==> src/rtl/dma_channel_sequencer_defines.svh <==
// Assertion macros for the DMA channel sequencer.
// No dependencies.
`ifndef DMA_CHANNEL_SEQUENCER_DEFINES_SVH
`define DMA_CHANNEL_SEQUENCER_DEFINES_SVH
`ifndef NO_ASSERTIONS
`define DCS_ASSERT(label, clk, rst, prop, msg) \
   label: assert property (@(posedge clk) disable iff (rst) prop) else $error(msg);
`define DCS_ASSERT_NR(label, clk, prop, msg) \
   label: assert property (@(posedge clk) prop) else $error(msg);
`else
`define DCS_ASSERT(label, clk, rst, prop, msg)
`define DCS_ASSERT_NR(label, clk, prop, msg)
`endif
`endif

==> src/rtl/dcs_pkg.sv <==
// Shared types and constants for the DMA channel sequencer.
// No dependencies.
package dcs_pkg;
   localparam int MaxPackets = 50000;

   localparam logic [2:0] KIND_START = 3'd0;
   localparam logic [2:0] KIND_MEM   = 3'd1;
   localparam logic [2:0] KIND_DEV   = 3'd2;
   localparam logic [2:0] KIND_OT    = 3'd3;
   localparam logic [2:0] KIND_ACK   = 3'd4;

   localparam logic [2:0] MODE_DEV_WORDS  = 3'd0;
   localparam logic [2:0] MODE_RAM_BLOCKS = 3'd1;
   localparam logic [2:0] MODE_DEV_BLOCKS = 3'd2;
   localparam logic [2:0] MODE_LIST       = 3'd3;
   localparam logic [2:0] MODE_OT_CLEAR   = 3'd4;

   localparam logic [1:0] ACT_READ  = 2'd0;
   localparam logic [1:0] ACT_WRITE = 2'd1;
   localparam logic [1:0] ACT_DEV   = 2'd2;
   localparam logic [1:0] ACT_DONE  = 2'd3;

   localparam logic [2:0] REG_START = 3'd0;
   localparam logic [2:0] REG_WCNT  = 3'd1;
   localparam logic [2:0] REG_BCNT  = 3'd2;
   localparam logic [2:0] REG_BACK  = 3'd3;
   localparam logic [2:0] REG_MODE  = 3'd4;
   localparam logic [2:0] REG_IEN   = 3'd5;
   localparam logic [2:0] REG_MIEN  = 3'd6;
   localparam logic [2:0] REG_FORCE = 3'd7;

   localparam logic [31:0] READ_MASK = 32'h001f_fffc;
   localparam logic [23:0] LINK_END  = 24'hff_ffff;
   localparam logic [23:0] LINK_MASK = 24'h1f_ffff;

   typedef struct packed {
      logic [1:0]  action;
      logic [31:0] address;
      logic [31:0] word;
   } res_type;

   typedef struct packed {
      logic    [1:0] count;
      res_type       r0;
      res_type       r1;
      logic          busy;
      logic          flag;
      logic          master;
   } entry_type;
endpackage

==> src/rtl/dcs_front.sv <==
// Front part: register file, channel state and per-item classification.
// Depends on dcs_pkg.
module dcs_front #(
   parameter int MAX_PACKETS = dcs_pkg::MaxPackets
) (
   input  logic                clock,
   input  logic                reset,
   input  logic                csr_write,
   input  logic [2:0]          csr_index,
   input  logic [23:0]         csr_data,
   input  logic                take,
   input  logic [2:0]          kind,
   input  logic [31:0]         data,
   output dcs_pkg::entry_type  entry
);
   logic [23:0] start_ff;
   logic [15:0] wcnt_ff, bcnt_ff;
   logic        back_ff, ien_ff, mien_ff, force_ff;
   logic [2:0]  mode_ff;
   logic        busy_ff, busy_in;
   logic [31:0] addr_ff, addr_in, left_ff, left_in;
   logic [7:0]  pleft_ff, pleft_in, pidx_ff, pidx_in;
   logic [23:0] link_ff, link_in;
   logic        hdr_ff, hdr_in, flag_ff, flag_in;
   logic [15:0] pcnt_ff, pcnt_in;
   dcs_pkg::entry_type e;
   logic [31:0] stepv, wtot, paddr;
   logic [7:0]  nidx, nleft;

   always_ff @(posedge clock) begin
      if (reset) begin
         start_ff <= '0; wcnt_ff <= '0; bcnt_ff <= '0; back_ff <= 1'b0;
         mode_ff <= '0; ien_ff <= 1'b0; mien_ff <= 1'b0; force_ff <= 1'b0;
      end else if (csr_write) begin
         unique case (csr_index)
            dcs_pkg::REG_START: start_ff <= csr_data;
            dcs_pkg::REG_WCNT:  wcnt_ff <= csr_data[15:0];
            dcs_pkg::REG_BCNT:  bcnt_ff <= csr_data[15:0];
            dcs_pkg::REG_BACK:  back_ff <= csr_data[0];
            dcs_pkg::REG_MODE:  mode_ff <= csr_data[2:0];
            dcs_pkg::REG_IEN:   ien_ff <= csr_data[0];
            dcs_pkg::REG_MIEN:  mien_ff <= csr_data[0];
            dcs_pkg::REG_FORCE: force_ff <= csr_data[0];
            default: ;
         endcase
      end
   end

   always_comb begin
      busy_in = busy_ff; addr_in = addr_ff; left_in = left_ff;
      pleft_in = pleft_ff; pidx_in = pidx_ff; link_in = link_ff;
      hdr_in = hdr_ff; pcnt_in = pcnt_ff; flag_in = flag_ff;
      e = '0;
      stepv = back_ff ? 32'hffff_fffc : 32'd4;
      wtot = (mode_ff == dcs_pkg::MODE_DEV_WORDS || mode_ff == dcs_pkg::MODE_OT_CLEAR)
             ? {16'd0, wcnt_ff} : ({16'd0, wcnt_ff} * {16'd0, bcnt_ff});
      nidx = 8'd0; nleft = 8'd0; paddr = '0;
      if (take) begin
         case (kind) inside
            dcs_pkg::KIND_START: begin
               if (!busy_ff && mode_ff <= dcs_pkg::MODE_OT_CLEAR) begin
                  addr_in = {8'd0, start_ff};
                  if (mode_ff == dcs_pkg::MODE_LIST) begin
                     busy_in = 1'b1; hdr_in = 1'b1; pcnt_in = '0;
                     pleft_in = '0; pidx_in = '0;
                     e.count = 2'd1;
                     e.r0.address = {8'd0, start_ff} & dcs_pkg::READ_MASK;
                  end else begin
                     left_in = wtot;
                     if (wtot == '0) begin
                        if (ien_ff) flag_in = 1'b1;
                        e.count = 2'd1; e.r0.action = dcs_pkg::ACT_DONE;
                     end else begin
                        busy_in = 1'b1;
                        if (mode_ff == dcs_pkg::MODE_RAM_BLOCKS) begin
                           e.count = 2'd1;
                           e.r0.address = {8'd0, start_ff} & dcs_pkg::READ_MASK;
                        end
                     end
                  end
               end
            end
            dcs_pkg::KIND_MEM: begin
               if (busy_ff && mode_ff == dcs_pkg::MODE_RAM_BLOCKS) begin
                  e.count = 2'd2;
                  e.r0.action = dcs_pkg::ACT_DEV; e.r0.word = data;
                  addr_in = addr_ff + stepv;
                  left_in = left_ff - 32'd1;
                  if (left_in == '0) begin
                     busy_in = 1'b0; if (ien_ff) flag_in = 1'b1;
                     e.r1.action = dcs_pkg::ACT_DONE;
                  end else begin
                     e.r1.address = addr_in & dcs_pkg::READ_MASK;
                  end
               end else if (busy_ff && mode_ff == dcs_pkg::MODE_LIST) begin
                  if (hdr_ff) begin
                     nleft = data[31:24];
                     link_in = data[23:0];
                     pidx_in = '0;
                     nidx = 8'd0;
                     pleft_in = nleft;
                     e.count = 2'd1;
                     if (nleft != '0) hdr_in = 1'b0;
                  end else begin
                     e.count = 2'd2;
                     e.r0.action = dcs_pkg::ACT_DEV; e.r0.word = data;
                     nidx = pidx_ff + 8'd1;
                     nleft = pleft_ff - 8'd1;
                     pidx_in = nidx; pleft_in = nleft;
                  end
                  if (nleft != '0) begin
                     paddr = addr_ff + {22'd0, nidx + 8'd1, 2'b00};
                     if (hdr_ff) e.r0.address = paddr & dcs_pkg::READ_MASK;
                     else e.r1.address = paddr & dcs_pkg::READ_MASK;
                  end else begin
                     // packet done: follow link or finish
                     if (link_in == dcs_pkg::LINK_END ||
                         {16'd0, pcnt_ff} > 32'(MAX_PACKETS)) begin
                        busy_in = 1'b0; if (ien_ff) flag_in = 1'b1;
                        if (hdr_ff) e.r0.action = dcs_pkg::ACT_DONE;
                        else e.r1.action = dcs_pkg::ACT_DONE;
                     end else begin
                        hdr_in = 1'b1;
                        if (hdr_ff) e.r0.address = {11'd0, link_in[20:2], 2'b00};
                        else e.r1.address = {11'd0, link_in[20:2], 2'b00};
                     end
                     if (link_in != dcs_pkg::LINK_END) begin
                        addr_in = {8'd0, link_in & dcs_pkg::LINK_MASK};
                        if (pcnt_ff != 16'hffff) pcnt_in = pcnt_ff + 16'd1;
                     end
                  end
               end
            end
            dcs_pkg::KIND_DEV, dcs_pkg::KIND_OT: begin
               if (busy_ff && ((kind == dcs_pkg::KIND_DEV &&
                   (mode_ff == dcs_pkg::MODE_DEV_WORDS ||
                    mode_ff == dcs_pkg::MODE_DEV_BLOCKS))
                   || (kind == dcs_pkg::KIND_OT && mode_ff == dcs_pkg::MODE_OT_CLEAR))) begin
                  e.count = 2'd1;
                  e.r0.action = dcs_pkg::ACT_WRITE;
                  e.r0.address = addr_ff;
                  if (kind == dcs_pkg::KIND_DEV) e.r0.word = data;
                  else if (left_ff == 32'd1) e.r0.word = 32'h00ff_ffff;
                  else e.r0.word = (addr_ff + stepv) & 32'h001f_ffff;
                  addr_in = addr_ff + stepv;
                  left_in = left_ff - 32'd1;
                  if (left_in == '0) begin
                     busy_in = 1'b0; if (ien_ff) flag_in = 1'b1;
                     e.count = 2'd2;
                     e.r1.action = dcs_pkg::ACT_DONE;
                  end
               end
            end
            dcs_pkg::KIND_ACK: if (data[0]) flag_in = 1'b0;
            default: ;
         endcase
      end
      e.busy = busy_in;
      e.flag = flag_in;
      e.master = force_ff | (mien_ff & ien_ff & flag_in);
      entry = e;
   end

   always_ff @(posedge clock) begin
      if (reset) begin
         busy_ff <= 1'b0; addr_ff <= '0; left_ff <= '0; pleft_ff <= '0;
         pidx_ff <= '0; link_ff <= '0; hdr_ff <= 1'b0; pcnt_ff <= '0;
         flag_ff <= 1'b0;
      end else begin
         busy_ff <= busy_in; addr_ff <= addr_in; left_ff <= left_in;
         pleft_ff <= pleft_in; pidx_ff <= pidx_in; link_ff <= link_in;
         hdr_ff <= hdr_in; pcnt_ff <= pcnt_in; flag_ff <= flag_in;
      end
   end
endmodule

==> src/rtl/dcs_queue.sv <==
// Short queue of classified entries between front and back.
// Depends on dcs_pkg.
`include "dma_channel_sequencer_defines.svh"
module dcs_queue (
   input  logic               clock,
   input  logic               reset,
   input  logic               push,
   input  dcs_pkg::entry_type push_entry,
   output logic               full,
   input  logic               pop,
   output logic               nonempty,
   output dcs_pkg::entry_type head
);
   dcs_pkg::entry_type mem_ff [4];
   logic [1:0] wp_ff, rp_ff;
   logic [2:0] cnt_ff;

   assign full = cnt_ff == 3'd4;
   assign nonempty = cnt_ff != 3'd0;
   assign head = mem_ff[rp_ff];

   always_ff @(posedge clock) if (push) mem_ff[wp_ff] <= push_entry;

   always_ff @(posedge clock) begin
      if (reset) begin
         wp_ff <= '0; rp_ff <= '0; cnt_ff <= '0;
      end else begin
         if (push) wp_ff <= wp_ff + 2'd1;
         if (pop) rp_ff <= rp_ff + 2'd1;
         cnt_ff <= cnt_ff + {2'd0, push} - {2'd0, pop};
      end
   end

   `DCS_ASSERT(a_no_overflow, clock, reset, full |-> !push, "push into full queue")
   `DCS_ASSERT(a_no_underflow, clock, reset, !nonempty |-> !pop, "pop from empty queue")
   `DCS_ASSERT(a_count_max, clock, reset, cnt_ff <= 3'd4, "queue count out of range")
endmodule

==> src/rtl/dcs_back.sv <==
// Back part: plays out zero, one or two transfers per entry onto the response port.
// Depends on dcs_pkg.
module dcs_back (
   input  logic               clock,
   input  logic               reset,
   input  logic               nonempty,
   input  dcs_pkg::entry_type head,
   output logic               pop,
   output logic               rsp_valid,
   input  logic               rsp_stall,
   output logic [1:0]         rsp_action,
   output logic [31:0]        rsp_address,
   output logic [31:0]        rsp_word,
   output logic               rsp_last,
   output logic               rsp_busy_res,
   output logic               rsp_irq_flag,
   output logic               rsp_master_irq
);
   logic sec_ff;
   logic two;
   dcs_pkg::res_type r;

   assign two = head.count == 2'd2;
   assign rsp_valid = nonempty && head.count != 2'd0;
   assign r = sec_ff ? head.r1 : head.r0;
   assign rsp_action = r.action;
   assign rsp_address = r.address;
   assign rsp_word = r.word;
   assign rsp_last = !two || sec_ff;
   assign rsp_busy_res = head.busy;
   assign rsp_irq_flag = head.flag;
   assign rsp_master_irq = head.master;
   assign pop = nonempty && (head.count == 2'd0 || (!rsp_stall && rsp_last));

   always_ff @(posedge clock) begin
      if (reset) sec_ff <= 1'b0;
      else if (rsp_valid && !rsp_stall) sec_ff <= two && !sec_ff;
   end
endmodule

==> src/rtl/dma_channel_sequencer.sv <==
// One DMA channel with five transfer modes, handled by items.
// req_ carries items (kind, data), rsp_ carries transfers (action, address,
// word, last, status). csr_ writes one register per cycle; the user must
// write only while idle, which the block does not enforce. An accepted item
// is classified in the cycle it arrives and produces zero, one or two
// transfers. Throughput is one item per cycle while rsp_stall is low and
// items yield at most one transfer; an item with two transfers holds the
// output port for both. A four-entry queue between classifier and output
// lets req_ keep flowing while rsp_stall is high until the queue fills, then
// req_stall rises. Items that yield no transfer still pass through the queue
// in order. Reset clears all registers, channel state and the queue.
// An item accepted along with a register write still sees the old value.
module dma_channel_sequencer #(
   parameter int MAX_PACKETS = dcs_pkg::MaxPackets
) (
   input  logic        clock,
   input  logic        reset,
   input  logic        csr_write,
   input  logic [2:0]  csr_index,
   input  logic [23:0] csr_data,
   input  logic        req_valid,
   output logic        req_stall,
   input  logic [2:0]  req_kind,
   input  logic [31:0] req_data,
   output logic        rsp_valid,
   input  logic        rsp_stall,
   output logic [1:0]  rsp_action,
   output logic [31:0] rsp_address,
   output logic [31:0] rsp_word,
   output logic        rsp_last,
   output logic        rsp_busy_res,
   output logic        rsp_irq_flag,
   output logic        rsp_master_irq
);
   dcs_pkg::entry_type ent, head;
   logic take, full, nonempty, pop;

   assign req_stall = full;
   assign take = req_valid && !full;

   dcs_front #(.MAX_PACKETS(MAX_PACKETS)) u_front (
      .clock, .reset, .csr_write, .csr_index, .csr_data,
      .take, .kind(req_kind), .data(req_data), .entry(ent)
   );

   dcs_queue u_queue (
      .clock, .reset, .push(take), .push_entry(ent), .full,
      .pop, .nonempty, .head
   );

   dcs_back u_back (
      .clock, .reset, .nonempty, .head, .pop,
      .rsp_valid, .rsp_stall, .rsp_action, .rsp_address, .rsp_word,
      .rsp_last, .rsp_busy_res, .rsp_irq_flag, .rsp_master_irq
   );
endmodule

==> config.mk <==
export PLATFORM = sky130hd
export DESIGN_NAME = dma_channel_sequencer
export DESIGN_NICKNAME = d
export VERILOG_FILES = /design/src/rtl/dcs_pkg.sv /design/src/rtl/dcs_front.sv /design/src/rtl/dcs_queue.sv /design/src/rtl/dcs_back.sv /design/src/rtl/dma_channel_sequencer.sv
export VERILOG_INCLUDE_DIRS = /design/src /design/src/rtl
export SDC_FILE = /design/constraint.sdc
export NUM_CORES = 2
export LEC_CHECK = 0
export BUFFER_PORTS_ARGS = -buffer_cell sky130_fd_sc_hd__clkbuf_2
export CAP_MARGIN = 10
export CORE_MARGIN = 4
export CORE_UTILIZATION = 30
export CTS_CLUSTER_SIZE = 28
export DETAILED_ROUTE_END_ITERATION = 16
export HOLD_SLACK_MARGIN = 0.03
export PLACE_DENSITY_LB_ADDON = 0.05
export SYNTH_ARGS = -nofsm -noshare
export SYNTH_HDL_FRONTEND = slang
export SYNTH_HIERARCHICAL = 1
export SYNTH_SLANG_ARGS = --single-unit
export TNS_END_PERCENT = 50
==> constraint.sdc <==
create_clock -name clock -period 6.9 [get_ports clock]
set_input_delay 0.69 -clock clock [delete_from_list [all_inputs] [get_ports clock]]
set_output_delay 0.69 -clock clock [all_outputs]
set_load 0.01 [all_outputs]
==> results.md <==
* Status: complete, but fails checks
* Violated checks: negative setup slack
* Synth area leaders: edfxtp_1 38%, fa_1 9.0%, dfxtp_1 9.0%, mux4_2 7.1%, ha_1 4.4%
* Via count at 30,500
* Slowest cell on crit path: fa_1
* Clock power frac at 0.361
* Relative slew slack at 0.229
* Leak Pwr at 18.8 nW
* Post-DP Area at 47,700 µm²
* Final Skew at 0.0281 ns
* Yosys top cell by area: edfxtp_1
* Worst-path maximum fanout at 6
* Worst reg2reg path depth at 35
* Reg power frac at 0.411
* Synth Flop Type: edfxtp_1
* Comb power frac at 0.228
* Util after Layout at 0.357
* Share of post-route cells with drive strength above 1 at 0.208
* Total iterations of the first detailed-routing run at 5
* R2R setup slack at -0.26 ns
* Antenna viol nets, final at 0
* First-pass GRT wire length at 212,000 µm
* Internal Power at 9.40 mW
* Power Density at 256 nW/µm²
* Final worst path period need at 7.16 ns
* Initial antenna violation count at 13
* Routed WL per cell at 23.4 µm
* Max-slew violation count at 0
* Clk sink count at 744
* DRC violations left at 0
* Core area at 144,000 µm²
* Vias in the first global route at 31,300
* RSZ-0062 raised after global routing: yes
* CTS tree: done
* Count leader, synth: edfxtp_1
* Avg Cell Area, Syn at 11.3 µm²
* Total negative slack at -10.56 ns
* Grt total ovfl at 0
* Final Hold Viols at 0
* IO buf count at 138
* 1st-iter DRT viols at 1,765
* Via/cell ratio at 4.99
* Type of the worst min-delay path: in2reg
* Ys async rst share at 0
* Root Buffer: clkbuf_16
* Reg-to-reg endpoint: u_front/left_ff[13]$_SDFFE_PP0P_
* Post-synthesis cell type count at 86
* Final WS setup at -0.257 ns
* Setup crit end: u_front/left_ff[13]$_SDFFE_PP0P_
* Die W at 390 µm
* Switch share at 0.286
* CTS max path bufs at 3
* P_sw at 3.76 mW
* Post-route cell area at 51,500 µm²
* Num CTS Buffers at 91
* Final GP Congestion at 0.840
* CTS clock-pin slew for the worst setup and hold paths at 0.06 ns
* Die height at 390 µm
* Final wirelength at 143,000 µm
* VDD IR-drop max at 0.000225 V
* H-Tree Depth at 3
* Crit path arrival time at 7.76 ns
* Total die area at 152,000 µm²
* Synth top area share at 0.376
* Overall Global Routing Usage at 0.185
* Hold depth at 3
* Largest net degree at the start of global routing at 95
* Max_cap viols at 0
* Io pins at 139
* Synthesized flop and latch total at 744
* Crit. End Element: register
* Slew @ Worst Pin at 1.15 ns
* WP data required at 7.51 ns
* Area grow syn2layout at 17.8%
* Final hold slack at 0.229 ns
* Core Rows at 139
* Post-Syn Instances at 3,859
* Most frequent CP cell: buf_4
* Startpoint Class: register
* Crit path kind: reg2reg
* R2r startpoint: u_front/bcnt_ff[4]$_SDFFE_PP0P_
* NumNets Final at 4,543
* EDFF count, synth at 548
* Final HPWL DP at 101,000 µm
* Yosys warns at 6
* Worst-skew pair later-pin latency at 0.70 ns
* Maximum clock frequency at 140 MHz
* Syn Std Cell Area at 43,700 µm²
* Tot Pwr at 13.2 mW
* Crit share post-route at 1.04
* Top cells by count, synth: 548 x edfxtp_1, 478 x nand2_1, 265 x inv_1
* Sequential-to-total area share from yosys stat at 0.466
* Final Setup Violations at 93
* Crit path from: u_front/bcnt_ff[4]$_SDFFE_PP0P_
* Starting Density at 0.303
* CP peak stage delay at 0.56 ns
placed cells by master, fill, tap and decap left out, types with 49 or more instances in the layout:
cell and count:
edfxtp_1 548, nand2_1 478, inv_1 261, buf_4 238, a21oi_1 231, nor2_1 221
fa_1 193, dfxtp_1 177, ha_1 146, clkbuf_2 139, mux4_2 137, and2_1 129
o21ai_0 124, clkbuf_16 92, xnor2_1 72, nor3_1 68, nand3_1 60, a211oi_1 57
mux2_2 49
stage by stage:
stage	cells	setup slack, ns
6_report	6109	-0.257
5_1_grt	6102	-0.519
4_1_cts	6095	-0.250
3_5_place_dp	5909	-0.711
3_3_place_gp	5909	-0.632
2_1_floorplan	3903	0.0289
routing by layer:
metal | global-route usage | wire, µm | up-vias
met5 | 0 | 39 | -
met4 | 0.0459 | 2900 | 6
met3 | 0.0313 | 7250 | 159
met2 | 0.302 | 66800 | 646
met1 | 0.258 | 65700 | 15400
li1 | - | - | 14300
worst max-delay path: cells and delay by family, from the launching register on:
kind,cells,cell delay [ns]
AO/OA/AOI/OAI,5,0.92
adder cells (fa/ha/maj),7,3.24
buffers and inverters,19,2.04
flip-flops,1,0.36
AND/OR/NAND/NOR,4,0.51
cell families (layout without fill, tap and decap cells):
family,after synthesis,after routing,share of synthesized area
multiplexers,231,231,0.0956
AND/OR/NAND/NOR,1199,1199,0.131
other,1,52,0.0000857
flip-flops,744,744,0.466
buffers and inverters,540,836,0.0545
XOR/XNOR,104,104,0.0212
adder cells (fa/ha/maj),350,350,0.134
AO/OA/AOI/OAI,690,690,0.0980
state kept, by name, summed over array words and instances (netlist names), 2 cells and up, named ones only:
name and count:
u_queue/mem_ff 548, u_front/addr_ff 32, u_front/left_ff 32, u_front/link_ff 24
u_front/start_ff 24, u_front/bcnt_ff 16, u_front/pcnt_ff 16, u_front/wcnt_ff 16
u_front/pidx_ff 8, u_front/pleft_ff 8, u_front/mode_ff 3, u_queue/cnt_ff 3
u_queue/rp_ff 2, u_queue/wp_ff 2
area by class of cell:
type,count,area (µm²)
sequential,744,20400
timing repair buffer,405,2980
fill,14400,92700
inverter,265,995
tap,1903,2380
multi-input combinational,2619,21800
antenna,7,17.5
clock inverter,37,427
clock buffer,129,2520
worst min-delay path by stage:
stage,endpoint,slack (ns),start
after floorplan,u_front/start_ff[21]$_SDFFE_PP0P_,0.44,u_front/start_ff[21]$_SDFFE_PP0P_
after global placement,u_front/start_ff[0]$_SDFFE_PP0P_,0.45,u_front/start_ff[0]$_SDFFE_PP0P_
after detailed placement,u_front/link_ff[23]$_SDFFE_PP0P_,0.45,u_front/link_ff[23]$_SDFFE_PP0P_
after CTS,u_front/start_ff[18]$_SDFFE_PP0P_,0.16,csr_data[18]
after global routing,u_front/start_ff[18]$_SDFFE_PP0P_,0.20,csr_data[18]
final,u_front/start_ff[22]$_SDFFE_PP0P_,0.23,csr_data[22]
timing repair:
| item | in CTS | in global routing |
|---|---|---|
| setup endpoints to repair | 102 | 103 |
| pin swaps | 15 | 16 |
| setup buffers | 19 | 7 |
| hold buffers | 0 | 0 |
| gates resized for setup | 86 | 43 |
| cloned | 1 | 0 |
power groups by stage:
stage	clock (mW)	sequential (mW)	combinational (mW)
2_1_floorplan	0	5.47	2.13
3_3_place_gp	0	5.52	3.04
3_5_place_dp	0	5.52	3.02
4_1_cts	4.94	5.42	3.08
5_1_grt	5.11	5.46	3.27
6_report	4.75	5.42	3.00
(Power assumes the default switching activity.)
